File: src/hdl/mlcd_pkg.sv
`timescale 1ns / 1ps

package mlcd_pkg;

    // command flag carried on the input tuser
    localparam logic CMD_ERASE = 1'b0;
    localparam logic CMD_PIXEL = 1'b1;

    // bytes sent to the panel
    localparam logic [7:0] OP_UPDATE  = 8'h01;
    localparam logic [7:0] OP_CLEAR   = 8'h04;
    localparam logic [7:0] DUMMY_BYTE = 8'h00;

    // most output beats caused by one input beat
    localparam int unsigned MAX_BEATS = 5;
    localparam int unsigned CNT_W     = 3;

    // one queued output beat
    typedef struct packed {
        logic [7:0] spi_byte;
        logic       end_of_transfer;
        logic       request_rejected;
    } mlcd_beat_t;

endpackage

File: src/hdl/memory_lcd_line_update_framer_top.sv
`timescale 1ns / 1ps
// latency: the beats caused by an accepted input appear on m_ in the next cycle
// throughput: one output beat per cycle while m_tready is high; an input beat makes
//   0 to 5 output beats, and a new input enters only when the 5-entry output queue
//   is empty or its final beat is leaving
// reset: aresetn low clears line counters, request flags and the output queue

module memory_lcd_line_update_framer_top
    import mlcd_pkg::*;
#(
    parameter int unsigned LINE_BYTES   = 16,
    parameter int unsigned SCREEN_LINES = 128
) (
    input  logic        aclk,
    input  logic        aresetn,
    input  logic        s_tvalid,
    output logic        s_tready,
    input  logic [23:0] s_tdata,   // first_line[7:0], line_count[15:8], pixel_byte[23:16]
    input  logic [0:0]  s_tuser,   // command[0]
    output logic        m_tvalid,
    input  logic        m_tready,
    output logic [7:0]  m_tdata,   // spi_byte[7:0]
    output logic [1:0]  m_tuser,   // end_of_transfer[0], request_rejected[1]
    output logic        m_tlast
);

    localparam int unsigned BIL_W = $clog2(LINE_BYTES + 1);

    typedef struct packed {
        logic [BIL_W-1:0] bil;
        logic [7:0]       li;
        logic             done;
    } adv_t;

    // step the byte and line counters, flag the end of the request
    function automatic adv_t advance(input logic [BIL_W-1:0] bil, input logic [7:0] li,
                                     input logic [7:0] cnt);
        adv_t         r;
        logic [BIL_W:0] b1;
        logic [8:0]   l1;
        b1     = {1'b0, bil} + {{BIL_W{1'b0}}, 1'b1};
        l1     = {1'b0, li} + 9'd1;
        r.bil  = b1[BIL_W-1:0];
        r.li   = li;
        r.done = 1'b0;
        if (b1 >= (BIL_W + 1)'(LINE_BYTES)) begin
            r.bil = '0;
            if (l1 >= {1'b0, cnt}) begin
                r.li   = '0;
                r.done = 1'b1;
            end else begin
                r.li = l1[7:0];
            end
        end
        return r;
    endfunction

    logic [BIL_W-1:0] bil_reg, bil_next;
    logic [7:0]       li_reg, li_next;
    logic             open_reg, open_next;
    logic             disc_reg, disc_next;
    mlcd_beat_t       q_reg [MAX_BEATS];
    mlcd_beat_t       q_next [MAX_BEATS];
    logic [CNT_W-1:0] cnt_reg, cnt_next;

    mlcd_beat_t       res [MAX_BEATS];
    logic [CNT_W-1:0] res_n;

    logic       cmd;
    logic [7:0] first_line, line_count, pixel_byte;
    logic       in_acc, out_acc;

    assign cmd        = s_tuser[0];
    assign first_line = s_tdata[7:0];
    assign line_count = s_tdata[15:8];
    assign pixel_byte = s_tdata[23:16];

    // take a new beat when the queue is empty or its final beat is leaving
    assign m_tvalid = (cnt_reg != '0);
    assign out_acc  = m_tvalid && m_tready;
    assign s_tready = (cnt_reg == '0) || ((cnt_reg == CNT_W'(1)) && m_tready);
    assign in_acc   = s_tvalid && s_tready;

    assign m_tdata  = q_reg[0].spi_byte;
    assign m_tuser  = {q_reg[0].request_rejected, q_reg[0].end_of_transfer};
    assign m_tlast  = (cnt_reg == CNT_W'(1));

    // framing of one input beat
    always_comb begin
        logic             ok;
        logic             hdr;
        logic [BIL_W-1:0] bil_c;
        logic [7:0]       li_c;
        logic [8:0]       end_line;
        adv_t             a;
        logic [CNT_W-1:0] k;

        bil_next  = bil_reg;
        li_next   = li_reg;
        open_next = open_reg;
        disc_next = disc_reg;
        res_n     = '0;
        for (int i = 0; i < MAX_BEATS; i++) begin
            res[i] = '{spi_byte: DUMMY_BYTE, end_of_transfer: 1'b0, request_rejected: 1'b0};
        end
        end_line = {1'b0, first_line} + {1'b0, line_count};
        ok    = (first_line != 8'd0) && (line_count != 8'd0) &&
                (end_line <= 9'(SCREEN_LINES + 1));
        bil_c = open_reg ? bil_reg : '0;
        li_c  = open_reg ? li_reg : '0;
        hdr   = (bil_c == '0);
        a     = advance(bil_c, li_c, line_count);
        k     = '0;

        if (cmd == CMD_ERASE) begin
            // clear screen, ignored while a request is open or being discarded
            if (!(open_reg || disc_reg)) begin
                res[0] = '{spi_byte: OP_CLEAR, end_of_transfer: 1'b0, request_rejected: 1'b0};
                res[1] = '{spi_byte: DUMMY_BYTE, end_of_transfer: 1'b1,
                           request_rejected: 1'b0};
                res_n  = CNT_W'(2);
            end
        end else if (disc_reg) begin
            // drop the rest of a rejected request
            a        = advance(bil_reg, li_reg, line_count);
            bil_next = a.bil;
            li_next  = a.li;
            if (a.done) begin
                disc_next = 1'b0;
            end
        end else if (!open_reg && !ok) begin
            // range check failed on the first byte
            res[0] = '{spi_byte: 8'h00, end_of_transfer: 1'b0, request_rejected: 1'b1};
            res_n  = CNT_W'(1);
            a      = advance('0, 8'd0, line_count);
            if ((line_count != 8'd0) && !a.done) begin
                disc_next = 1'b1;
                bil_next  = a.bil;
                li_next   = a.li;
            end else begin
                bil_next = '0;
                li_next  = '0;
            end
        end else begin
            // line header, pixel byte, trailer at the end of the request
            if (hdr) begin
                res[0] = '{spi_byte: OP_UPDATE, end_of_transfer: 1'b0, request_rejected: 1'b0};
                res[1] = '{spi_byte: first_line + li_c, end_of_transfer: 1'b0,
                           request_rejected: 1'b0};
                k      = CNT_W'(2);
            end
            res[k] = '{spi_byte: pixel_byte, end_of_transfer: 1'b0, request_rejected: 1'b0};
            k      = k + CNT_W'(1);
            if (a.done) begin
                res[k]             = '{spi_byte: DUMMY_BYTE, end_of_transfer: 1'b0,
                                       request_rejected: 1'b0};
                res[k + CNT_W'(1)] = '{spi_byte: DUMMY_BYTE, end_of_transfer: 1'b1,
                                       request_rejected: 1'b0};
                k                  = k + CNT_W'(2);
            end
            res_n     = k;
            bil_next  = a.bil;
            li_next   = a.li;
            open_next = !a.done;
        end
    end

    // output queue: load on input beat, shift on output beat
    always_comb begin
        cnt_next = cnt_reg;
        for (int i = 0; i < MAX_BEATS; i++) begin
            q_next[i] = q_reg[i];
        end
        if (in_acc) begin
            cnt_next = res_n;
            for (int i = 0; i < MAX_BEATS; i++) begin
                q_next[i] = res[i];
            end
        end else if (out_acc) begin
            cnt_next = cnt_reg - CNT_W'(1);
            for (int i = 0; i < MAX_BEATS - 1; i++) begin
                q_next[i] = q_reg[i + 1];
            end
        end
    end

    // control state
    always_ff @(posedge aclk) begin
        if (!aresetn) begin
            bil_reg  <= '0;
            li_reg   <= '0;
            open_reg <= 1'b0;
            disc_reg <= 1'b0;
            cnt_reg  <= '0;
        end else begin
            if (in_acc) begin
                bil_reg  <= bil_next;
                li_reg   <= li_next;
                open_reg <= open_next;
                disc_reg <= disc_next;
            end
            cnt_reg <= cnt_next;
        end
    end

    // queue payload
    always_ff @(posedge aclk) begin
        for (int i = 0; i < MAX_BEATS; i++) begin
            q_reg[i] <= q_next[i];
        end
    end

endmodule

File: config.mk
export PLATFORM = sky130hd
export DESIGN_NAME = memory_lcd_line_update_framer_top
export DESIGN_NICKNAME = d
export VERILOG_FILES = /design/src/hdl/mlcd_pkg.sv /design/src/hdl/memory_lcd_line_update_framer_top.sv
export SDC_FILE = /design/constraint.sdc
export NUM_CORES = 1
export LEC_CHECK = 0
export ABC_AREA = 0
export ABC_CLOCK_PERIOD_IN_PS = 4000
export BUFFER_PORTS_ARGS = -buffer_cell sky130_fd_sc_hd__buf_2
export CAP_MARGIN = 20
export CORE_MARGIN = 10
export CORE_UTILIZATION = 60
export DETAILED_ROUTE_END_ITERATION = 10
export PLACE_DENSITY_LB_ADDON = 0.15
export SETUP_SLACK_MARGIN = 0.3
export SYNTH_ARGS = -nofsm -noshare
export SYNTH_HDL_FRONTEND = slang
export SYNTH_SLANG_ARGS = --single-unit
File: constraint.sdc
create_clock -name aclk -period 4 [get_ports aclk]
set_input_delay 0.2 -clock aclk [delete_from_list [all_inputs] [get_ports aclk]]
set_output_delay 0.2 -clock aclk [all_outputs]
set_load 0.02 [all_outputs]
Word level (Yosys, flattened, before mapping)

Memories as Yosys holds them, arrays and structs flattened.
Index checks and enable logic that the tools add are counted.

Flip-flop bits (word level): 18
Memory bits (writable): 50
Input bits: 29
Word-level logic and storage cells: 113
Memories: 1

Memory list:

| memory | words | bits a word | read ports | clocked after Yosys merged registers in | wr ports | line                                    | RTL |
|---|---|---|---|---|---|---|---|
| q_reg  | 5     | 10          | 5          | 0                                       | 5        | memory_lcd_line_update_framer_top.sv:62 | `mlcd_beat_t q_reg [MAX_BEATS];` |

$add $sub $neg: 10
Magnitude comparators: 11
Equal/unequal tests: 2
Muxes and demuxes: 51
Bitwise operators: 10
Reductions and logical operators: 23

Operators by type and width:

| operator            | number |
|---|---|
| $mux 40             | 3 |
| $mux 50             | 2 |
| $demux 10 s3        | 3 |
| $mux 20             | 4 |
| $mux 14             | 4 |
| $and 50x50->50      | 1 |
| $bwmux 50           | 1 |
| $mux 10             | 5 |
| $not 50->50         | 1 |
| $and 45x45->45      | 1 |
| $not 45->45         | 1 |
| $mux 8              | 5 |
| $mux 30             | 1 |
| $mux 3              | 9 |
| $add 8x1->9 const B | 2 |
| $ge 9x8->1          | 2 |
| $reduce_bool 8->1   | 2 |
| $mux 15             | 1 |
| $mux 5              | 3 |
| $mux 13             | 1 |
| $add 5x1->6 const B | 2 |
| $ge 4x4->1 const B  | 3 |
| $ge 6x5->1 const B  | 2 |
| $lt 4x1->1 const B  | 3 |
| 23 further kinds    | 45 |

Logic depth before layout (Yosys ltp)

Gate-level depths: netlist (run 1).

Depth after elaboration: 22
Gate-level depth with buffers: 16
Gate-level depth less buffers: 15

Least setup slack after synthesis (run 1)

Ideal clock, no wire load.

Path type: reg-to-reg
Start: reg open_reg
End: mem q_reg[0][21] (netlist name) (data pin)
Library setup time: 0.256 ns
Arrival: 2.895 ns
Slack: 0.849 ns
Stages on the path, launching flop included: 15
Buffers on the path: 1
Period minus slack after synthesis: 3.151 ns
Path through: dfxtp_1 -> clkbuf_1 -> and2_1 -> ha_1 -> nand4_1 -> nor2_1 -> xnor2_1 -> nor2_1 -> ha_1 -> a21oi_1 -> o22ai_1 -> a311o_1 -> a21oi_4 -> nor2_1 -> a22o_1

RTL lines:

| item                   | line                                     | RTL |
|---|---|---|
| start, declared        | memory_lcd_line_update_framer_top.sv:60  | `logic open_reg, open_next;` |
| start signal, assigned | memory_lcd_line_update_framer_top.sv:199 | `open_reg <= open_next;` |
| end, declared          | memory_lcd_line_update_framer_top.sv:62  |  |

Worst setup path after layout (run 1)

Start: reg li_reg[0]
End: reg open_reg

Word-level cells in the longest chain between the ends: 6

Ends and longest elaborated chain:

| item                   | line                                     | RTL |
|---|---|---|
| start, declared        | memory_lcd_line_update_framer_top.sv:59  | `logic [7:0] li_reg, li_next;` |
| start signal, assigned | memory_lcd_line_update_framer_top.sv:198 | `li_reg <= li_next;` |
| $mux 8                 | memory_lcd_line_update_framer_top.sv:110 | `li_c = open_reg ? li_reg : '0;` |
| $add 8x1->9            | memory_lcd_line_update_framer_top.sv:42  | `l1 = {1'b0, li} + 9'd1;` |
| $ge 9x8->1             | memory_lcd_line_update_framer_top.sv:48  | `if (l1 >= {1'b0, cnt}) begin` |
| $mux 1                 | memory_lcd_line_update_framer_top.sv:48  |  |
| $mux 14                | memory_lcd_line_update_framer_top.sv:46  | `if (b1 >= (BIL_W + 1)'(LINE_BYTES)) begin` |
| $logic_not 1->1        | memory_lcd_line_update_framer_top.sv:164 | `open_next = !a.done;` |

No other way between the ends.
A chain may end at the register's enable or synchronous reset.

==> impl_metrics.tcl, run 1 <==
set metrics [dict create \
    start_util 0.613 \
    ys_ff_latch 48 \
    routed_wl_mm 9.46 \
    wire_per_inst_um 17.7 \
    clk_latency_ps 310 \
    drt_pass1_iterations 5 \
    n_antenna_cell 0 \
    skew_ps 18.7 \
    p_per_area_nw_per_um2 470 \
    largest_reg_flops 30 \
    antenna_found_initial 0 \
    vdd_drop_max_mv 0.444 \
    worstPathArrival_ps 3540 \
    post-synth-top-area-cell "edfxtp_1" \
    io-pin-count 42 \
    slew_viol_final 0 \
    cp_max_fo 9 \
    synthTopCellsByArea "edfxtp_1 23%, ha_1 12%, dfxtp_1 9.4%, nand2_1 4.8%, xnor2_1 3.9%" \
    clock.fmax_mhz 299 \
    grt_overflow 0 \
    numPortBuffers 41 \
    synth_ff_type "edfxtp_1" \
    yosysWarningCount 0 \
    tightest_slew_ps 763 \
    cts_buffers 5 \
    nNetsFinal 525 \
    critical_path_class "register to register" \
    cts_tree "built" \
    pwr-share-seq 0.436 \
    num_vias 3279 \
    synthCells 435 \
    p_leak_nw 1.78 \
    tns_ps 0 \
    ys_types 69 \
    setup.worst_path.start_class "register" \
    viasPerCell 6.13 \
    drive_above_1_share 0.144 \
    clkPwrFrac 0.197 \
    cts_resized 0 \
    p_comb_frac 0.366 \
    finalCriticalPeriod_ps 3350 \
    dp_hpwl_mm 7.13 \
    grtUsageTotal 0.188 \
    synth.most_common_cell "nand2_1" \
    cap_violations 0 \
    post-route-util 0.655 \
    hold_violations 0 \
    rsz0062_at_grt "false" \
    syn_nets 503 \
    grt_start_max_net_pins 35 \
    end_kind "register" \
    p_sw_uw 720 \
    grt_first_pass_wirelength_mm 15.6 \
    yosys-top-cells-count "49 x nand2_1, 38 x ha_1, 30 x edfxtp_1, 25 x a21oi_1, 25 x inv_1" \
    clockBufferDepth 2 \
    period_share 0.837 \
    status "completed" \
    hp-class "input pin to register" \
    cts_root_buf "clkbuf_8" \
    die_x_um 100 \
    setup_viol 0 \
    synth-seq-area-share 0.328 \
    coreArea_um2 6280 \
    drtAntennaViolNets 0 \
    cts_htree_levels 2 \
    drc 0 \
    floorplan.die_area_um2 10000 \
    areaGrowthSynthToFinish_pct 6.93 \
    max_slew_margin 0.492 \
    worstPathRequired_ps 4190 \
    syn_area_um2 3850 \
    postCtsSetupRepairBufs 0 \
    dr.first_iter.drc_count 316 \
    fp-row-count 29 \
    synth_area_per_cell_um2 8.84 \
    synth_edf_count 30 \
    async_flop_share 0 \
    place_congestion 0.982 \
    switching_share 0.373 \
    synth_top_area_share 0.234 \
    cts_num_sinks 48 \
    grt_pass1_vias 3110 \
    path_clk_slew_ps 110 \
    cellInternalPower_mw 1.21 \
    fp.dieH_um 100 \
    cts_hold_buf 0 \
]
cell usage in the layout (no fill, tap or decap), types with 5 or more instances in the layout:
cell and count:
nor2_1 23, a22o_1 9, o21ai_0 23, a211oi_1 6, o21ai_1 5, ha_1 38, a21oi_1 25, clkbuf_8 6
and2_1 22, dfxtp_1 18, a31oi_1 8, nand3_1 16, nand2b_1 9, a21o_1 10, edfxtp_1 30, nor3_1 9
xor2_1 5, inv_1 25, nand2_1 49, xnor2_1 17, buf_2 41
stage by stage:
step / total power [mW] / instance area [um2] / setup WS [ps] / std cells / hold slack [ps]
floorplan: 1.41 / 3850 / 849 / 435 / 398
global placement: 1.53 / 3990 / 823 / 527 / 498
detailed placement: 1.56 / 3990 / 732 / 527 / 506
CTS: 1.94 / 4110 / 697 / 535 / 183
global route: 2.05 / 4110 / 403 / 535 / 188
finish: 1.93 / 4110 / 650 / 535 / 182
layout make-up:
| cell class | count | area [um2] |
|---|---|---|
| inverter | 25 | 93.8 |
| clock inverter | 2 | 38.8 |
| multi-input combinational | 335 | 2330 |
| timing repair buffer | 42 | 213 |
| tap | 77 | 96.3 |
| clock buffer | 6 | 82.6 |
| sequential | 48 | 1260 |
| fill | 528 | 2160 |
critical path: stages, from the launching register on:
cell and delay, ps:
dfxtp_1 460, and2_1 260, ha_1 260, nand4_1 190
nor2_1 220, xnor2_1 140, nor2_1 70, ha_1 290
a21oi_1 150, o22ai_1 90, a311o_1 350, a21oi_4 250
nor2_1 120, a221oi_1 370
power by group through the flow:
stage | Combinational, mW | Sequential, mW | Clock (mW)
after global routing | 0.795 | 0.860 | 0.397
after floorplan | 0.601 | 0.814 | 0
final | 0.708 | 0.843 | 0.381
after global placement | 0.691 | 0.843 | 0
after CTS | 0.712 | 0.841 | 0.383
after detailed placement | 0.708 | 0.849 | 0
cells by family (layout without fill, tap and decap cells):
group,Yosys count,in the layout,synth area share
other,1,1,0.000975
XOR/XNOR,22,22,0.0501
multiplexers,3,3,0.00813
buffers and inverters,52,75,0.0670
AO/OA/AOI/OAI,117,117,0.217
adder cells (fa/ha/maj),41,41,0.134
AND/OR/NAND/NOR,151,151,0.194
flip-flops,48,48,0.328
final timing paths:
path / start / to / slack (ps) / depth (start not counted)
worst max-delay path: li_reg[0] / open_reg / 650 / 13
worst min register to register: q_reg[0][17] / q_reg[0][7] / 510 / 2
worst max register to register: li_reg[0] / open_reg / 650 / 13
worst min-delay path: s_tdata[23] / q_reg[0][29] / 180 / 2
per-layer routing:
metal | share of wire | vias to the layer above | GRT usage | wire length (um)
met5 | 0 | - | 0 | 0
met4 | 0.011 | 0 | 0.0467 | 101
met3 | 0.060 | 11 | 0.0337 | 570
met2 | 0.49 | 113 | 0.315 | 4660
met1 | 0.44 | 1540 | 0.243 | 4130
li1 | - | 1615 | - | -
Note: power is estimated with default switching activity, not from simulation.
==> inputs of run 2 (changes only) <==
--- a/config.mk
+++ b/config.mk
@@ -5,12 +5,12 @@
 export SDC_FILE = /design/constraint.sdc
 export NUM_CORES = 1
 export LEC_CHECK = 0
-export ABC_AREA = 0
-export ABC_CLOCK_PERIOD_IN_PS = 4000
+export ABC_AREA = 1
+export ABC_CLOCK_PERIOD_IN_PS = 2800
 export BUFFER_PORTS_ARGS = -buffer_cell sky130_fd_sc_hd__buf_2
 export CAP_MARGIN = 20
 export CORE_MARGIN = 10
-export CORE_UTILIZATION = 60
+export CORE_UTILIZATION = 54
 export DETAILED_ROUTE_END_ITERATION = 10
 export PLACE_DENSITY_LB_ADDON = 0.15
 export SETUP_SLACK_MARGIN = 0.3
==> constraint.sdc (replaced) <==
create_clock -name aclk -period 2.8 [get_ports aclk]
set_input_delay 0.14 -clock aclk [delete_from_list [all_inputs] [get_ports aclk]]
set_output_delay 0.14 -clock aclk [all_outputs]
set_load 0.02 [all_outputs]
==> impl_metrics.tcl, run 2 <==
set metrics [dict create \
    status "completed" \
    hold_violations 0 \
    ys_types 42 \
    path_clk_slew_ps 90 \
    viasPerCell 5.45 \
    dr.first_iter.drc_count 395 \
    antenna_found_initial 0 \
    areaGrowthSynthToFinish_pct 19.6 \
    cts_tree "built" \
    skew_ps 10.7 \
    rr_startpoint "li_reg[1]" \
    cap_violations 0 \
    cts_root_buf "clkbuf_8" \
    synthCells 559 \
    setup_viol 0 \
    rsz0062_at_grt "true" \
    met1_length_mm 4.52 \
    setup.worst_path.start_class "register" \
    grtUsageTotal 0.177 \
    yosys-top-cells-count "138 x nand2_1, 86 x inv_1, 39 x nand3_1, 39 x o21ai_0, 38 x ha_1" \
    cp_max_fo 4 \
    n_antenna_cell 0 \
    cts_buffers 5 \
    synth_edf_count 30 \
    hp-class "input pin to register" \
    drive_above_1_share 0.255 \
    floorplan.die_area_um2 11300 \
    die_x_um 106 \
    max_slew_margin 0.538 \
    r2r_cells 16 \
    clock.fmax_mhz 398 \
    numPortBuffers 41 \
    synth_top_area_share 0.223 \
    synth_area_per_cell_um2 7.23 \
    routed_wl_mm 10.5 \
    io-pin-count 42 \
    mostFrequentLayoutCell "nand2_1" \
    worstPathArrival_ps 2760 \
    fp-row-count 31 \
    wl_met3_um 668 \
    timing.rr.end "li_reg[0]" \
    coreArea_um2 7250 \
    drt_pass1_iterations 5 \
    start_util 0.557 \
    grt_start_max_net_pins 24 \
    p_leak_nw 2.49 \
    wire_per_inst_um 15.0 \
    place_congestion 0.947 \
    p_per_area_nw_per_um2 678 \
    synth_ff_type "edfxtp_1" \
    drc 0 \
    hold_path_end "q_reg[0][28]" \
    tns_ps 0 \
    synthTopCellsByArea "edfxtp_1 22%, nand2_1 13%, ha_1 12%, dfxtp_1 8.9%, inv_1 8.0%" \
    vdd_drop_max_mv 0.257 \
    critical_path_class "register to register" \
    finalCriticalPeriod_ps 2510 \
    grt_overflow 0 \
    tightest_slew_ps 690 \
    dp_cells 683 \
    ys_ff_latch 48 \
    fin_cells 702 \
    final_cell_mix "125 x nand2_1, 81 x inv_1, 41 x buf_2" \
    num_vias 3828 \
    worstPathRequired_ps 3040 \
    fp.dieH_um 106 \
    slew_viol_final 0 \
    cts_num_sinks 48 \
    syn_nets 627 \
    synth.most_common_cell "nand2_1" \
    clk_latency_ps 310 \
    reg2reg_slack_ps 290 \
    met2_length_mm 5.05 \
    dp_hpwl_mm 7.55 \
    syn_area_um2 4040 \
    synth-seq-area-share 0.312 \
    largest_reg_flops 30 \
    post-synth-top-area-cell "edfxtp_1" \
    end_kind "register" \
    hold_depth 3 \
    cts_htree_levels 2 \
    yosysWarningCount 0 \
    clockBufferDepth 2 \
    top_layer "met4" \
    drtAntennaViolNets 0 \
    hold_start "s_tdata[22]" \
    grt_pass1_vias 3657 \
    async_flop_share 0 \
    nNetsFinal 670 \
    post-route-util 0.666 \
    period_share 0.897 \
    finalPower_mw 3.28 \
    grt_first_pass_wirelength_mm 16.9 \
]
[run 2: cell types whose count changed in the layout (fill, tap and decap cells not counted), sizes merged, moves of 13 or more]
| cell | previous run | this run |
|---|---|---|
| and2 | 22 | 0 |
| buf | 42 | 55 |
| inv | 25 | 92 |
| nand2 | 49 | 148 |
| nand3 | 16 | 41 |
| nand4 | 1 | 17 |
| nor2 | 23 | 48 |
| o21ai | 28 | 41 |
[run 2: critical path, stage by stage (launching register included)]
cell     delay, ps
dfxtp_4        400
nand3_2        120
nor2_4         120
nand3_1        100
xor2_1         190
inv_1          100
nand2_1         90
inv_1           60
ha_1           310
a21o_1         220
nor3_4         190
nand2_4        110
o21ai_1        130
nand2_1         70
nand2_1         80
nor2_1          50
nor2_1          80
[run 2: timing repair]
action / in CTS / in global routing
setup buffers: 1 / 8
pin swaps: 4 / 30
endpoints found under the hold margin: 0 / 0
gates cloned: 1 / 0
resized for setup: 14 / 63
hold buffers: 0 / 0
endpoints found under the setup margin: 12 / 13
[run 2: cell type report]
class	instances	area (um2)
sequential	48	1280
tap	99	124
timing repair buffer	55	334
clock buffer	7	97.6
clock inverter	1	30.0
multi-input combinational	400	2620
inverter	92	353
fill	613	2420
[run 2: per-stage QoR]
step / cell area [um2] / setup WS [ps] / hold WS (ps)
finish: 4830 / 289 / 153
detailed placement: 4290 / 164 / 461
floorplan: 4070 / 309 / 292
global route: 4830 / 101 / 160
global placement: 4290 / 220 / 461
CTS: 4470 / 302 / 150
[run 2: cell families (layout without fill, tap and decap cells)]
family,Yosys count,after routing,share of synthesized area
other,1,1,0.000928
and+or+nand+nor,269,270,0.311
xor gates and xnor gates,16,16,0.0347
AOI/OAI and AO/OA,74,74,0.101
DFF,48,48,0.312
buffers and inverters,112,155,0.118
adders and majority gates,39,39,0.123
[run 2: worst max path at each step]
stage / cells past startpoint / startpoint / slack, ps / endpoint
floorplan: 17 / open_reg / 310 / q_reg[0][21]
finish: 16 / li_reg[1] / 290 / li_reg[0]
global route: 16 / li_reg[1] / 100 / li_reg[0]
CTS: 18 / li_reg[0] / 300 / li_reg[0]
detailed placement: 18 / li_reg[0] / 160 / li_reg[3]
global placement: 13 / li_reg[0] / 220 / li_reg[3]
[run 2: power breakdown]
part	switching, mW	total [mW]	internal (mW)
clock network	0.244	0.565	0.321
logic	0.930	1.43	0.496
registers	0.138	1.29	1.15
[run 2: metal layers]
layer / GRT usage / vias to the layer above
met2: 0.294 / 130
met1: 0.223 / 1777
li1: - / 1894
met3: 0.0320 / 27
met5: 0 / -
met4: 0.0658 / 0
